[src/design/akpd_pkg.sv]
// Shared types, register indexes, reset values and button codes for the keypad decoder.
package akpd_pkg;

   localparam int LEVEL_WIDTH    = 10;
   localparam int INTERVAL_WIDTH = 16;
   localparam int WINDOW_WIDTH   = 5;
   localparam int CSR_ADDR_WIDTH = 3;
   localparam int CSR_DATA_WIDTH = 16;
   localparam int CODE_WIDTH     = 3;
   localparam int RSP_DATA_WIDTH = 8;

   typedef logic [CODE_WIDTH-1:0] code_type;

   localparam code_type CODE_NONE      = 3'd0;
   localparam code_type CODE_CHANNEL   = 3'd1;
   localparam code_type CODE_MODE      = 3'd2;
   localparam code_type CODE_MODE_HOLD = 3'd3;
   localparam code_type CODE_COLOR     = 3'd4;
   localparam code_type CODE_SPEED     = 3'd5;

   typedef logic [CSR_ADDR_WIDTH-1:0] csr_addr_type;

   localparam csr_addr_type REG_POLL_INTERVAL = 3'd0;
   localparam csr_addr_type REG_IDLE_THRESH   = 3'd1;
   localparam csr_addr_type REG_HOLD_TIME     = 3'd2;
   localparam csr_addr_type REG_CHANNEL_LEVEL = 3'd3;
   localparam csr_addr_type REG_COLOR_LEVEL   = 3'd4;
   localparam csr_addr_type REG_SPEED_LEVEL   = 3'd5;
   localparam csr_addr_type REG_MODE_LEVEL    = 3'd6;
   localparam csr_addr_type REG_WINDOW_HALF   = 3'd7;

   localparam logic [INTERVAL_WIDTH-1:0] RST_POLL_INTERVAL = 16'd20;
   localparam logic [LEVEL_WIDTH-1:0]    RST_IDLE_THRESH   = 10'd500;
   localparam logic [INTERVAL_WIDTH-1:0] RST_HOLD_TIME     = 16'd800;
   localparam logic [LEVEL_WIDTH-1:0]    RST_CHANNEL_LEVEL = 10'd243;
   localparam logic [LEVEL_WIDTH-1:0]    RST_COLOR_LEVEL   = 10'd14;
   localparam logic [LEVEL_WIDTH-1:0]    RST_SPEED_LEVEL   = 10'd66;
   localparam logic [LEVEL_WIDTH-1:0]    RST_MODE_LEVEL    = 10'd127;
   localparam logic [WINDOW_WIDTH-1:0]   RST_WINDOW_HALF   = 5'd2;

   typedef struct packed {
      logic [INTERVAL_WIDTH-1:0] poll_interval;
      logic [LEVEL_WIDTH-1:0]    idle_threshold;
      logic [INTERVAL_WIDTH-1:0] hold_time;
      logic [LEVEL_WIDTH-1:0]    channel_key_level;
      logic [LEVEL_WIDTH-1:0]    color_key_level;
      logic [LEVEL_WIDTH-1:0]    speed_key_level;
      logic [LEVEL_WIDTH-1:0]    mode_key_level;
      logic [WINDOW_WIDTH-1:0]   window_half;
   } cfg_type;

endpackage

[src/design/akpd_csr.sv]
// Configuration register file of the keypad decoder.
module akpd_csr (
   input  logic                                 clock,
   input  logic                                 reset,
   input  logic                                 csr_we,
   input  akpd_pkg::csr_addr_type               csr_addr,
   input  logic [akpd_pkg::CSR_DATA_WIDTH-1:0]  csr_wdata,
   output akpd_pkg::cfg_type                    cfg
);
   import akpd_pkg::*;

   cfg_type cfg_ff;
   cfg_type cfg_in;

   always_comb begin
      cfg_in = cfg_ff;
      if (csr_we) begin
         case (csr_addr)
            REG_POLL_INTERVAL: cfg_in.poll_interval     = csr_wdata[INTERVAL_WIDTH-1:0];
            REG_IDLE_THRESH:   cfg_in.idle_threshold    = csr_wdata[LEVEL_WIDTH-1:0];
            REG_HOLD_TIME:     cfg_in.hold_time         = csr_wdata[INTERVAL_WIDTH-1:0];
            REG_CHANNEL_LEVEL: cfg_in.channel_key_level = csr_wdata[LEVEL_WIDTH-1:0];
            REG_COLOR_LEVEL:   cfg_in.color_key_level   = csr_wdata[LEVEL_WIDTH-1:0];
            REG_SPEED_LEVEL:   cfg_in.speed_key_level   = csr_wdata[LEVEL_WIDTH-1:0];
            REG_MODE_LEVEL:    cfg_in.mode_key_level    = csr_wdata[LEVEL_WIDTH-1:0];
            REG_WINDOW_HALF:   cfg_in.window_half       = csr_wdata[WINDOW_WIDTH-1:0];
            default:           cfg_in = cfg_ff;
         endcase
      end
   end

   always_ff @(posedge clock) begin
      if (reset) begin
         cfg_ff.poll_interval     <= RST_POLL_INTERVAL;
         cfg_ff.idle_threshold    <= RST_IDLE_THRESH;
         cfg_ff.hold_time         <= RST_HOLD_TIME;
         cfg_ff.channel_key_level <= RST_CHANNEL_LEVEL;
         cfg_ff.color_key_level   <= RST_COLOR_LEVEL;
         cfg_ff.speed_key_level   <= RST_SPEED_LEVEL;
         cfg_ff.mode_key_level    <= RST_MODE_LEVEL;
         cfg_ff.window_half       <= RST_WINDOW_HALF;
      end else begin
         cfg_ff <= cfg_in;
      end
   end

   assign cfg = cfg_ff;

endmodule

[src/design/akpd_classify.sv]
// Window match of one sample against the four key levels, first match wins.
module akpd_classify #(
   parameter int SAMPLE_WIDTH = 10
) (
   input  logic [SAMPLE_WIDTH-1:0] sample,
   input  akpd_pkg::cfg_type       cfg,
   input  logic                    hold_exceeded,
   output akpd_pkg::code_type      code
);
   import akpd_pkg::*;

   localparam int CW = ((SAMPLE_WIDTH > LEVEL_WIDTH) ? SAMPLE_WIDTH : LEVEL_WIDTH) + 1;

   // The window test level - w < s < level + w is rewritten so nothing goes negative.
   function automatic logic win_match(input logic [CW-1:0] s, input logic [CW-1:0] l,
                                      input logic [CW-1:0] w);
      return ((s + w) > l) && (s < (l + w));
   endfunction

   logic [CW-1:0] s_ext;
   logic [CW-1:0] w_ext;
   logic          hit_channel;
   logic          hit_color;
   logic          hit_speed;
   logic          hit_mode;

   assign s_ext = CW'(sample);
   assign w_ext = CW'(cfg.window_half);

   assign hit_channel = win_match(s_ext, CW'(cfg.channel_key_level), w_ext);
   assign hit_color   = win_match(s_ext, CW'(cfg.color_key_level), w_ext);
   assign hit_speed   = win_match(s_ext, CW'(cfg.speed_key_level), w_ext);
   assign hit_mode    = win_match(s_ext, CW'(cfg.mode_key_level), w_ext);

   always_comb begin
      if (hit_channel) begin
         code = CODE_CHANNEL;
      end else if (hit_color) begin
         code = CODE_COLOR;
      end else if (hit_speed) begin
         code = CODE_SPEED;
      end else if (hit_mode) begin
         code = hold_exceeded ? CODE_MODE_HOLD : CODE_MODE;
      end else begin
         code = CODE_NONE;
      end
   end

endmodule

[src/design/analog_keypad_press_decoder_core.sv]
// An accepted tick transaction is held in the tick register; its press result is then held in the result register.
// Throughput: one tick transaction per cycle; a held result stalls only ticks that emit.
// The tick register, the poll and press timers and the class register form one pass.
// Reset is synchronous and active high: it clears the timers, the current class and
// the valid flags of both pipeline registers, and loads every configuration register
// with its default.
module analog_keypad_press_decoder_core #(
   parameter int SAMPLE_WIDTH = 10,
   parameter int TIMER_WIDTH  = 16
) (
   input  logic                                     clock,
   input  logic                                     reset,
   input  logic                                     req_tvalid,
   output logic                                     req_tready,
   // Fields from bit 0: adc_sample.
   input  logic [((SAMPLE_WIDTH+7)/8)*8-1:0]        req_tdata,
   output logic                                     rsp_tvalid,
   input  logic                                     rsp_tready,
   // Fields from bit 0: button_code.
   output logic [akpd_pkg::RSP_DATA_WIDTH-1:0]      rsp_tdata,
   input  logic                                     csr_we,
   input  akpd_pkg::csr_addr_type                   csr_addr,
   input  logic [akpd_pkg::CSR_DATA_WIDTH-1:0]      csr_wdata
);
   import akpd_pkg::*;

   localparam int CMP_W = (TIMER_WIDTH > INTERVAL_WIDTH) ? TIMER_WIDTH : INTERVAL_WIDTH;

   cfg_type cfg;

   logic                    s1_valid_ff;
   logic                    s1_valid_in;
   logic [SAMPLE_WIDTH-1:0] s1_sample_ff;
   logic [TIMER_WIDTH-1:0]  since_poll_ff;
   logic [TIMER_WIDTH-1:0]  since_poll_in;
   logic [TIMER_WIDTH-1:0]  since_press_ff;
   logic [TIMER_WIDTH-1:0]  since_press_in;
   code_type                current_ff;
   code_type                current_in;
   logic                    rsp_valid_ff;
   logic                    rsp_valid_in;
   code_type                rsp_code_ff;

   logic [TIMER_WIDTH-1:0]  poll_inc;
   logic [TIMER_WIDTH-1:0]  press_inc;
   logic                    poll_due;
   logic                    is_idle;
   logic                    hold_exceeded;
   code_type                class_code;
   logic                    emit;
   logic                    advance;
   logic                    req_accept;

   akpd_csr u_akpd_csr (
      .clock     (clock),
      .reset     (reset),
      .csr_we    (csr_we),
      .csr_addr  (csr_addr),
      .csr_wdata (csr_wdata),
      .cfg       (cfg)
   );

   assign poll_inc  = (&since_poll_ff) ? since_poll_ff : since_poll_ff + 1'b1;
   assign press_inc = (&since_press_ff) ? since_press_ff : since_press_ff + 1'b1;

   assign poll_due      = CMP_W'(poll_inc) >= CMP_W'(cfg.poll_interval);
   assign hold_exceeded = CMP_W'(press_inc) > CMP_W'(cfg.hold_time);
   assign is_idle       = ((SAMPLE_WIDTH > LEVEL_WIDTH ? SAMPLE_WIDTH : LEVEL_WIDTH)'(s1_sample_ff))
                          > ((SAMPLE_WIDTH > LEVEL_WIDTH ? SAMPLE_WIDTH : LEVEL_WIDTH)'(cfg.idle_threshold));

   akpd_classify #(
      .SAMPLE_WIDTH (SAMPLE_WIDTH)
   ) u_akpd_classify (
      .sample        (s1_sample_ff),
      .cfg           (cfg),
      .hold_exceeded (hold_exceeded),
      .code          (class_code)
   );

   assign emit       = poll_due && !is_idle && (class_code != current_ff);
   assign advance    = s1_valid_ff && (!emit || !rsp_valid_ff || rsp_tready);
   assign req_tready = !s1_valid_ff || advance;
   assign req_accept = req_tvalid && req_tready;

   always_comb begin
      since_poll_in  = since_poll_ff;
      since_press_in = since_press_ff;
      current_in     = current_ff;
      if (advance) begin
         since_poll_in  = poll_inc;
         since_press_in = press_inc;
         if (poll_due) begin
            since_poll_in = '0;
            if (is_idle) begin
               current_in     = CODE_NONE;
               since_press_in = '0;
            end else begin
               current_in = class_code;
               if (emit && (class_code != CODE_MODE_HOLD)) begin
                  since_press_in = '0;
               end
            end
         end
      end
   end

   assign s1_valid_in  = req_accept || (s1_valid_ff && !advance);
   assign rsp_valid_in = (advance && emit) || (rsp_valid_ff && !rsp_tready);

   always_ff @(posedge clock) begin
      if (reset) begin
         s1_valid_ff    <= 1'b0;
         rsp_valid_ff   <= 1'b0;
         since_poll_ff  <= '0;
         since_press_ff <= '0;
         current_ff     <= CODE_NONE;
      end else begin
         s1_valid_ff    <= s1_valid_in;
         rsp_valid_ff   <= rsp_valid_in;
         since_poll_ff  <= since_poll_in;
         since_press_ff <= since_press_in;
         current_ff     <= current_in;
      end
   end

   always_ff @(posedge clock) begin
      if (req_accept) begin
         s1_sample_ff <= req_tdata[SAMPLE_WIDTH-1:0];
      end
      if (advance && emit) begin
         rsp_code_ff <= class_code;
      end
   end

   assign rsp_tvalid = rsp_valid_ff;
   assign rsp_tdata  = RSP_DATA_WIDTH'(rsp_code_ff);

endmodule

[config.mk]
export PLATFORM = sky130hd
export DESIGN_NAME = analog_keypad_press_decoder_core
export DESIGN_NICKNAME = d
export VERILOG_FILES = /design/src/design/akpd_pkg.sv /design/src/design/akpd_csr.sv /design/src/design/akpd_classify.sv /design/src/design/analog_keypad_press_decoder_core.sv
export SDC_FILE = /design/constraint.sdc
export NUM_CORES = 1
export LEC_CHECK = 0
export BUFFER_PORTS_ARGS = -buffer_cell sky130_fd_sc_hd__buf_2
export CAP_MARGIN = 20
export CORE_ASPECT_RATIO = 1.5
export CORE_MARGIN = 2
export CORE_UTILIZATION = 40
export DETAILED_ROUTE_END_ITERATION = 10
export SYNTH_ARGS = -nofsm -noshare
export SYNTH_HDL_FRONTEND = slang
export SYNTH_SLANG_ARGS = --single-unit
export TNS_END_PERCENT = 5
[constraint.sdc]
create_clock -name clock -period 6.2 [get_ports clock]
set_input_delay 1.24 -clock clock [delete_from_list [all_inputs] [get_ports clock]]
set_output_delay 1.24 -clock clock [all_outputs]
set_load 0.005 [all_outputs]
==> results.md, run 1 <==
- Setup Skew: 8.35 ps
- Clock transition at the registers of the reported paths: 60 ps
- WP data required: 4960 ps
- Total CTS buffers: 17
- GP Congestion: 0.876
- RSZ-0062 raised after global routing: false
- I/O Buffers: 38
- Clock Path Buffers: 2
- Initial antenna violation count: 0
- DRT iter0 DRCs: 488
- Drt total wl: 28000 µm
- CP arrival: 4670 ps
- Post-synth top cells: nand2_1, ha_1, dfxtp_1, inv_1, a21oi_1
- Fillers: 2512
- Vias in the first global route: 8457
- Worst-Margin Slew: 1000 ps
- Dominant cell by count in the synthesized netlist: nand2_1
- Leak Pwr: 4.79 nW
- Die width: 135 µm
- H-tree depth: 4
- Final #Nets: 1463
- Worst-Skew Late Latency: 430 ps
- Global-route wire length before repair: 44900 µm
- Synth top area cells: dfxtp_1, ha_1, nand2_1, a21oi_1, xnor2_1
- Area grow syn2layout: 12.2%
- I/O pins: 50
- Die area: 26900 µm²
- Syn avg cell area: 8.31 µm²
- Largest net degree at the start of global routing: 63
- Post-DR wirelength/cell: 17.3 µm
- N_diodes: 0
- Setup TNS: 0 ps
- Syn. warnings: 0
- Min-delay worst type: reg2reg
- CP max stage cell: edfxtp_1
- Sequential share of the synthesized area: 28.1%
- Worst-path maximum fanout: 7
- Crit-path cells: ha_1 -> fa_1 -> a211oi_2 -> o21bai_2 -> nand4_1 -> xnor2_2 -> ha_1 -> a211o_1 -> a211o_1 -> o221ai_2 -> a32oi_4 -> buf_4 -> nor3b_1 -> o21ai_0 -> and4_4 -> or2_1 -> nand3_1 -> buf_2
- Share of the synthesized area in the top cell type: 24.3%
- Peak supply drop: 0.205 mV
- Post-synth EDFFs: 13
- Register bit total from synthesis: 137
- CTS tree: built
- Setup Viol. Count Final: 0
- Max-slew violations: 0
- Critical path class: reg2out
- Max frequency: 169 MHz
- Outcome: completed
- Routed vias/inst: 5.44
- Slew HR: 32.9%
- Vias: 8774
- Power, Total: 2.37 mW
- Post-DP HPWL: 21200 µm
- Initial Utilization: 40.7%
- Crit end category: primary output
- Remaining global-route overflow: 0
- Post-synth ARST share: 0%
- Maxcap violations: 0
- Final hold vios: 0
- Num rows: 71
- Post-synthesis cell count: 1231
- Total GRT Usage: 21.8%
- CTS sink count: 137
- Pwr Density: 207 nW/µm²
- Top FF cell, synth: dfxtp_1
- Hold Buf Count CTS: 0
- First-pass detailed-route iteration total: 4
- CTS root buf: clkbuf_16
- Slowest stage delay, CP: 440 ps
- Share of post-route cells with drive strength above 1: 12.9%
- Synth area leader: dfxtp_1
- Antenna viol nets, final: 0
- Die Span Y: 200 µm
- Post-route DRC: 0
- Min Tclk post-route: 5910 ps
- Tcrit/Tclk final: 95.2%
- Worst Setup Start Kind: register
- Core Area: 25100 µm²
- Yosys cell types: 86
- Syn Std Cell Area: 10200 µm²
[path summary, 6_finish.rpt]
path | start | endpoint | slack [ps] | cells past startpoint
worst min register to register | u_akpd_csr.cfg[60] | u_akpd_csr.cfg[60] | 450 | 2
worst min-delay path | u_akpd_csr.cfg[60] | u_akpd_csr.cfg[60] | 450 | 2
worst max register to register | since_poll_ff[2] | since_press_ff[6] | 1350 | 19
worst max-delay path | s1_sample_ff[0] | req_tready | 290 | 18
[logic make-up after synthesis]
logic type | synth area share (%)
compound gates | 19.2
buf+inv | 6.50
simple gates | 21.3
mux | 0.979
fa+ha+maj | 18.7
xor+xnor | 5.13
flops | 28.1
other cells | 0.0367
[cells in the final DEF, fill, tap and decap left out, types with 5 or more instances in the layout]
master / instances
nor4_1: 5
a21o_1: 29
nand4_1: 35
a21oi_1: 102
xor2_1: 8
nand3_2: 8
fa_1: 5
a31oi_1: 5
nand3_1: 33
and3_1: 11
a211o_1: 26
clkbuf_16: 17
nor2b_1: 7
o21a_1: 10
dfxtp_1: 122
conb_1: 5
nand3b_1: 15
or2_2: 6
nand2b_1: 19
buf_2: 37
mux2i_1: 10
or4_1: 6
xnor2_1: 47
nor2_1: 68
o21ai_2: 10
ha_1: 145
edfxtp_1: 13
o21bai_1: 6
buf_4: 24
nor3_1: 13
o21ai_1: 12
o21ai_0: 34
inv_1: 112
nand2_1: 168
a211oi_1: 5
[metrics by stage]
stage | area (µm²) | worst slack (ps) | hold WS [ps] | cells | utilization (%)
floorplan | 10200 | 1040 | 436 | 1235 | -
global placement | 10700 | 532 | 443 | 1572 | 42.7
detailed placement | 10800 | 510 | 447 | 1575 | 42.8
CTS | 11400 | 52.1 | 455 | 1607 | 45.2
global route | 11500 | 35.0 | 472 | 1614 | 45.6
finish | 11500 | 295 | 453 | 1614 | 45.6
[registers in the layout, indices dropped and copies added, names as in the netlist]
register,count
current_ff,3
rsp_code_ff,3
rsp_tvalid,1
s1_sample_ff,10
s1_valid_ff,1
since_poll_ff,16
since_press_ff,16
u_akpd_csr.cfg,87
[worst max-delay path: cells and delay by family (launching register included)]
family                   cells  cell delay, ps
AO/OA/AOI/OAI                7            1460
XOR/XNOR                     1             160
adder cells (fa/ha/maj)      3             940
buffers and inverters        2             330
flip-flops                   1             440
AND/OR/NAND/NOR              5             900
[report_power, final]
group          switching [mW]  internal [mW]  total [mW]  leakage [nW]
Sequential             0.0247          0.915       0.940          1.13
Clock                   0.427          0.618        1.04         0.298
Combinational           0.231          0.158       0.389          3.36
[what timing repair did]
item	in CTS	in global routing
gates resized for setup	0	15
buffers inserted	0	7
endpoints found under the setup margin	0	1
[cell type report]
type | instances | area (µm²) | share of cell area, %
multi-input cells | 940 | 6770 | 59.0
inverters | 113 | 424 | 3.70
clock buffers | 19 | 453 | 3.95
repair buffers | 64 | 399 | 3.48
flip-flops and latches | 137 | 2880 | 25.1
clock inverters | 13 | 143 | 1.24
well taps | 328 | 410 | 3.58
[per-layer routing]
layer  track usage (%)  vias up  part of all wire [%]
met5                 0        -                     0
met4              11.0        0                   4.4
met3              3.51       56                   3.4
met2              39.6      168                    51
met1              24.5     4130                    41
li1                  -     4420                     -
No activity file was read; power rests on OpenSTA's default activity.
==> run 2: changes to the inputs <==
Settings changed: MAX_ROUTING_LAYER set to met4.
==> results.md, run 2 (synthesis gave the netlist of run 1 again) <==
- Pwr Density: 207 nW/µm² (+0.18%)
- Share of post-route cells with drive strength above 1: 12.9% (unchanged)
- Crit-path cells: ha_1 -> fa_1 -> a211oi_2 -> o21bai_2 -> nand4_1 -> xnor2_2 -> ha_1 -> a211o_1 -> a211o_1 -> o221ai_2 -> a32oi_4 -> buf_4 -> nor3b_1 -> o21ai_0 -> and4_4 -> or2_1 -> nand3_1 -> buf_2
- Most frequent cells in the layout: nand2_1, ha_1, dfxtp_1
- DRT iter0 DRCs: 467 (-4.3%)
- I/O pins: 50 (unchanged)
- Remaining global-route overflow: 0 (unchanged)
- Routed vias/inst: 5.44 (+0.11%)
- Worst-Skew Late Latency: 440 ps (about the same)
- Outcome: completed
- FF-to-FF Start: since_poll_ff[2]
- Die Span Y: 200 µm (unchanged)
- Worst Setup Start Kind: register
- Slowest stage delay, CP: 450 ps (about the same)
- Commonest non-fill, non-tap cell in the layout: nand2_1
- Maxcap violations: 0 (unchanged)
- Area grow syn2layout: 12.2% (unchanged)
- WP data required: 4960 ps (about the same)
- Max frequency: 169 MHz (-0.21%)
- CTS root buf: clkbuf_16
- Die width: 135 µm (unchanged)
- Antenna viol nets, final: 0 (unchanged)
- Initial Utilization: 40.7% (unchanged)
- Setup TNS: 0 ps (unchanged)
- Tcrit/Tclk final: 95.4% (+0.20 points)
- Setup Skew: 11.1 ps (+2.78 ps)
- First-pass detailed-route iteration total: 4 (unchanged)
- Min-delay worst type: reg2reg
- Worst-Margin Slew: 982 ps (-21.4 ps)
- Fillers: 2512 (unchanged)
- Crit end category: primary output
- Die area: 26900 µm² (unchanged)
- Dpl ws: 510 ps (unchanged)
- Max reg flops: 87 (unchanged)
- Global-route wire length before repair: 45000 µm (+0.22%)
- CP startpoint: s1_sample_ff[0]
- Min Tclk post-route: 5920 ps (+12.1 ps)
- Worst R2R Path Depth: 19 (unchanged)
- I/O Buffers: 38 (unchanged)
- Max-slew violations: 0 (unchanged)
- Setup Viol. Count Final: 0 (unchanged)
- Peak supply drop: 0.206 mV (+0.67%)
- CP arrival: 4680 ps (about the same)
- Critical Path End: req_tready
- Critical path class: reg2out
- Leak Pwr: 4.79 nW (unchanged)
- CTS sink count: 137 (unchanged)
- Cell Count Post-Placement: 1575 (unchanged)
- CP max stage cell: edfxtp_1
- Clock Path Buffers: 2 (unchanged)
- CTS tree: built
- Initial antenna violation count: 0 (unchanged)
- N_diodes: 0 (unchanged)
- Post-route DRC: 0 (unchanged)
- Final hold vios: 0 (unchanged)
- Final #Nets: 1463 (unchanged)
- Total CTS buffers: 17 (unchanged)
- Total GRT Usage: 22.4% (+0.67 points)
- Worst-path maximum fanout: 7 (unchanged)
- RSZ-0062 raised after global routing: false
- Largest net degree at the start of global routing: 63 (unchanged)
- R2r setup slk: 1340 ps (about the same)
- Drt total wl: 28100 µm (+0.44%)
- Num rows: 71 (unchanged)
- Power, Total: 2.38 mW (+0.18%)
- GP Congestion: 0.891 (+1.6%)
- H-tree depth: 4 (unchanged)
- Vias in the first global route: 8423 (-0.40%)
- Post-DR wirelength/cell: 17.4 µm (+0.44%)
- Vias: 8784 (+0.11%)
- Slack of the critical path: 283 ps (-12.1 ps)
- Post-DP HPWL: 21200 µm (unchanged)
- Slew HR: 34.3% (+1.4 points)
- Core Area: 25100 µm² (unchanged)
- R2r endpoint: since_press_ff[6]
- Clock transition at the registers of the reported paths: 70 ps (about the same)
- Final std cells w/o fill: 1614 (unchanged)
-- run 2: cell counts in the layout (fill, tap and decap cells not counted) --
No cell type changed its count.
-- run 2: worst min-delay path by stage --
stage                              end  depth (start not counted)                from  slack, ps
finish              u_akpd_csr.cfg[60]                          2  u_akpd_csr.cfg[60]        450
global route        u_akpd_csr.cfg[46]                          2  u_akpd_csr.cfg[46]        470
CTS                 u_akpd_csr.cfg[46]                          2  u_akpd_csr.cfg[46]        460
detailed placement  u_akpd_csr.cfg[46]                          2  u_akpd_csr.cfg[46]        450
global placement    u_akpd_csr.cfg[59]                          2  u_akpd_csr.cfg[59]        440
floorplan           u_akpd_csr.cfg[46]                          2  u_akpd_csr.cfg[46]        440
-- run 2: through the flow --
step	utilization, %	hold WS, ps	cell area [µm²]
finish	45.6	453	11500
global route	45.6	472	11500
CTS	45.2	455	11400
detailed placement	42.8	447	10800
global placement	42.7	443	10700
floorplan	-	436	10200
-- run 2: layer usage --
layer	vias up	share of wire, %	global-route usage [%]
li1	4421	-	-
met1	4127	41	24.6
met2	174	51	39.6
met3	62	3.4	3.54
met4	0	4.4	10.8
met5	-	0	-
-- run 2: timing repair --
item	4_1_cts	5_1_grt
hold buffers	0	0
buffers inserted	0	7
gates resized for setup	0	15
setup endpoints to repair	0	1
-- run 2: cell type report --
| type | instances | area (µm²) | area share, % |
|---|---|---|---|
| Multi-Input combinational cell | 940 | 6770 | 59.0 |
| Inverter | 113 | 424 | 3.70 |
| Tap cell | 328 | 410 | 3.58 |
| Clock buffer | 19 | 453 | 3.95 |
| Sequential cell | 137 | 2880 | 25.1 |
| Timing Repair Buffer | 64 | 399 | 3.48 |
| Clock inverter | 13 | 143 | 1.24 |
-- run 2: critical path: cells and delay by family (launching register included) --
| family | cells | cell delay (ps) |
|---|---|---|
| fa+ha+maj | 3 | 950 |
| simple gates | 5 | 900 |
| buf+inv | 2 | 330 |
| flops | 1 | 450 |
| compound gates | 7 | 1460 |
| xor+xnor | 1 | 160 |
-- run 2: where the power goes --
group / leakage [nW] / total, mW / switching (mW) / internal (mW)
sequential: 1.13 / 0.940 / 0.0247 / 0.915
clock: 0.298 / 1.05 / 0.432 / 0.618
combinational: 3.36 / 0.389 / 0.231 / 0.158
total: 4.79 / 2.38 / 0.687 / 1.69
==> run 3: changes to the inputs <==
Settings changed: CORE_MARGIN 2 to unset, CTS_CLUSTER_SIZE set to 8.
==> results.md, run 3 (synthesis gave the netlist of run 1 again) <==
- Initial antenna violation count: 0 (unchanged)
- Die Span Y: 198 µm (-1.0%)
- Min-delay src: u_akpd_csr.cfg[59]
- Routed vias/inst: 5.44 (about the same)
- Setup TNS: 0 ps (unchanged)
- Routed wl met2: 14400 µm (+0.43%)
- Final hold vios: 0 (unchanged)
- H-tree depth: 4 (unchanged)
- FF-to-FF Start: s1_sample_ff[0]
- Worst-Margin Slew: 759 ps (-223 ps)
- Vias in the first global route: 8714 (+3.5%)
- Remaining global-route overflow: 0 (unchanged)
- P_int: 1.65 mW (-2.4%)
- Most frequent cells in the layout: nand2_1, ha_1, dfxtp_1
- Min Tclk post-route: 6000 ps (+78.3 ps)
- Max frequency: 167 MHz (-1.3%)
- Share of post-route cells with drive strength above 1: 13.0% (+0.048 points)
- Post-DR wirelength/cell: 17.6 µm (+0.99%)
- Die area: 26200 µm² (-2.5%)
- Core Area: 25100 µm² (-0.35%)
- Total CTS buffers: 17 (unchanged)
- First-pass detailed-route iteration total: 6 (+2)
- Pwr Density: 203 nW/µm² (-2.0%)
- Min-delay worst type: reg2reg
- Net switching power: 0.677 mW (-1.6%)
- Setup Viol. Count Final: 0 (unchanged)
- Total GRT Usage: 23.3% (+0.86 points)
- Power, Total: 2.33 mW (-2.1%)
- Initial Utilization: 40.8% (+0.14 points)
- I/O pins: 50 (unchanged)
- Max reg flops: 87 (unchanged)
- Post-DP HPWL: 21100 µm (-0.55%)
- Comb power frac: 17.0% (+0.7 points)
- Final std cells w/o fill: 1617 (+0.19%)
- R2r setup slk: 1360 ps (+20 ps)
- Commonest non-fill, non-tap cell in the layout: nand2_1
- Largest net degree at the start of global routing: 68 (+7.9%)
- I/O Buffers: 38 (unchanged)
- Worst-path maximum fanout: 6 (-1)
- Fillers: 2529 (+0.68%)
- Peak supply drop: 0.185 mV (-10%)
- Highest Signal Layer: met4
- Tcrit/Tclk final: 96.7% (+1.3 points)
- Slew HR: 49.4% (+15 points)
- Area grow syn2layout: 12.1%
- Switching Share: 29.1% (+0.17 points)
- GP Congestion: 0.894 (+0.36%)
- CTS root buf: clkbuf_16
- Setup Skew: 8.46 ps (-2.66 ps)
- N_diodes: 0 (unchanged)
- Outcome: completed
- Max-slew violations: 0 (unchanged)
- Cell Count Post-Placement: 1578 (+0.19%)
- Worst Setup Start Kind: register
- Worst-Skew Late Latency: 430 ps (about the same)
- WP data required: 4960 ps (about the same)
- R2r endpoint: s1_sample_ff[5]
- Metal-1 WL: 11500 µm (-0.39%)
- Part of the power in registers: 40.3% (+0.8 points)
- Clock Path Buffers: 2 (unchanged)
- CP arrival: 4760 ps (+80 ps)
- Crit end category: primary output
- DRT iter0 DRCs: 421 (-9.9%)
- Clock transition at the registers of the reported paths: 70 ps (about the same)
- CTS tree: built
- Die width: 133 µm (-1.5%)
- Leak Pwr: 4.77 nW (-0.23%)
- Critical path class: reg2out
- Clk pwr share: 42.7% (-1.4 points)
- Hold Path End: u_akpd_csr.cfg[59]
- Global-route wire length before repair: 45600 µm (+1.4%)
- Drt total wl: 28400 µm (+1.2%)
- Final #Nets: 1466 (+0.21%)
- Maxcap violations: 0 (unchanged)
- Dpl ws: 369 ps (-141 ps)
- Post-route DRC: 0 (unchanged)
- Met3 Routed Length: 969 µm (+0.83%)
- Antenna viol nets, final: 0 (unchanged)
- CTS sink count: 137 (unchanged)
- Num rows: 71 (unchanged)
- Hold Crit Depth: 2 (unchanged)
- Worst R2R Path Depth: 19 (unchanged)
- Vias: 8794 (+0.11%)
- Slack of the critical path: 204 ps (-78.3 ps)
## run 3: power groups by stage
stage,logic (mW),registers [mW],clock network [mW]
after floorplan,0.274,0.951,0
after global placement,0.376,0.957,0
after detailed placement,0.383,0.957,0
after CTS,0.385,0.938,1.02
after global routing,0.443,0.941,1.05
final,0.395,0.939,0.993
## run 3: worst max path at each step
stage | start | endpoint | slack, ps | depth (start not counted)
6_report | s1_sample_ff[0] | req_tready | 200 | 19
5_1_grt | u_akpd_csr.cfg[1] | req_tready | -0.7 | 18
4_1_cts | since_press_ff[6] | req_tready | 10 | 18
3_5_place_dp | u_akpd_csr.cfg[0] | req_tready | 370 | 18
3_3_place_gp | s1_sample_ff[0] | req_tready | 440 | 18
2_1_floorplan | u_akpd_csr.cfg[1] | req_tready | 1040 | 17
## run 3: per-layer routing
| metal | vias up | global-route usage [%] |
|---|---|---|
| met2 | 174 | 41.4 |
| met3 | 74 | 3.35 |
| met1 | 4114 | 24.6 |
| met5 | - | - |
| li1 | 4432 | - |
| met4 | 0 | 13.5 |
## run 3: final cells by class
cell class	instances	area [µm²]	share of cell area, %
clock buffers	19	454	3.96
clock inverters	13	121	1.06
inverters	113	424	3.70
multi-input cells	940	6760	59.0
flip-flops and latches	137	2870	25.1
well taps	328	410	3.58
repair buffers	67	410	3.58
## run 3: timing repair
| item | in CTS | in global routing |
|---|---|---|
| pin swaps | 0 | 5 |
| setup buffers | 0 | 7 |
| gates resized for setup | 1 | 14 |
| hold buffers | 0 | 0 |
| endpoints found under the setup margin | 1 | 1 |
## run 3: metrics by stage
stage	utilization, %	cell area, µm²	hold slack [ps]
after detailed placement	43.0	10800	446
after floorplan	-	10200	436
final	45.7	11500	453
after global routing	45.7	11500	473
after global placement	43.0	10800	443
after CTS	45.3	11400	455
## run 3: critical path, stage by stage, from the launching register on
cell and delay [ps]:
edfxtp_1 430, ha_1 240, a21o_1 180, a21oi_1 240, o21bai_1 120, a21oi_2 220
nor2_1 110, xnor2_2 280, ha_1 320, a211o_1 340, a211o_1 250, o221ai_2 210
a32oi_4 140, buf_4 190, nor3b_1 170, o21ai_0 150, and4_4 200, or2_1 260
nand3_1 150, buf_2 140
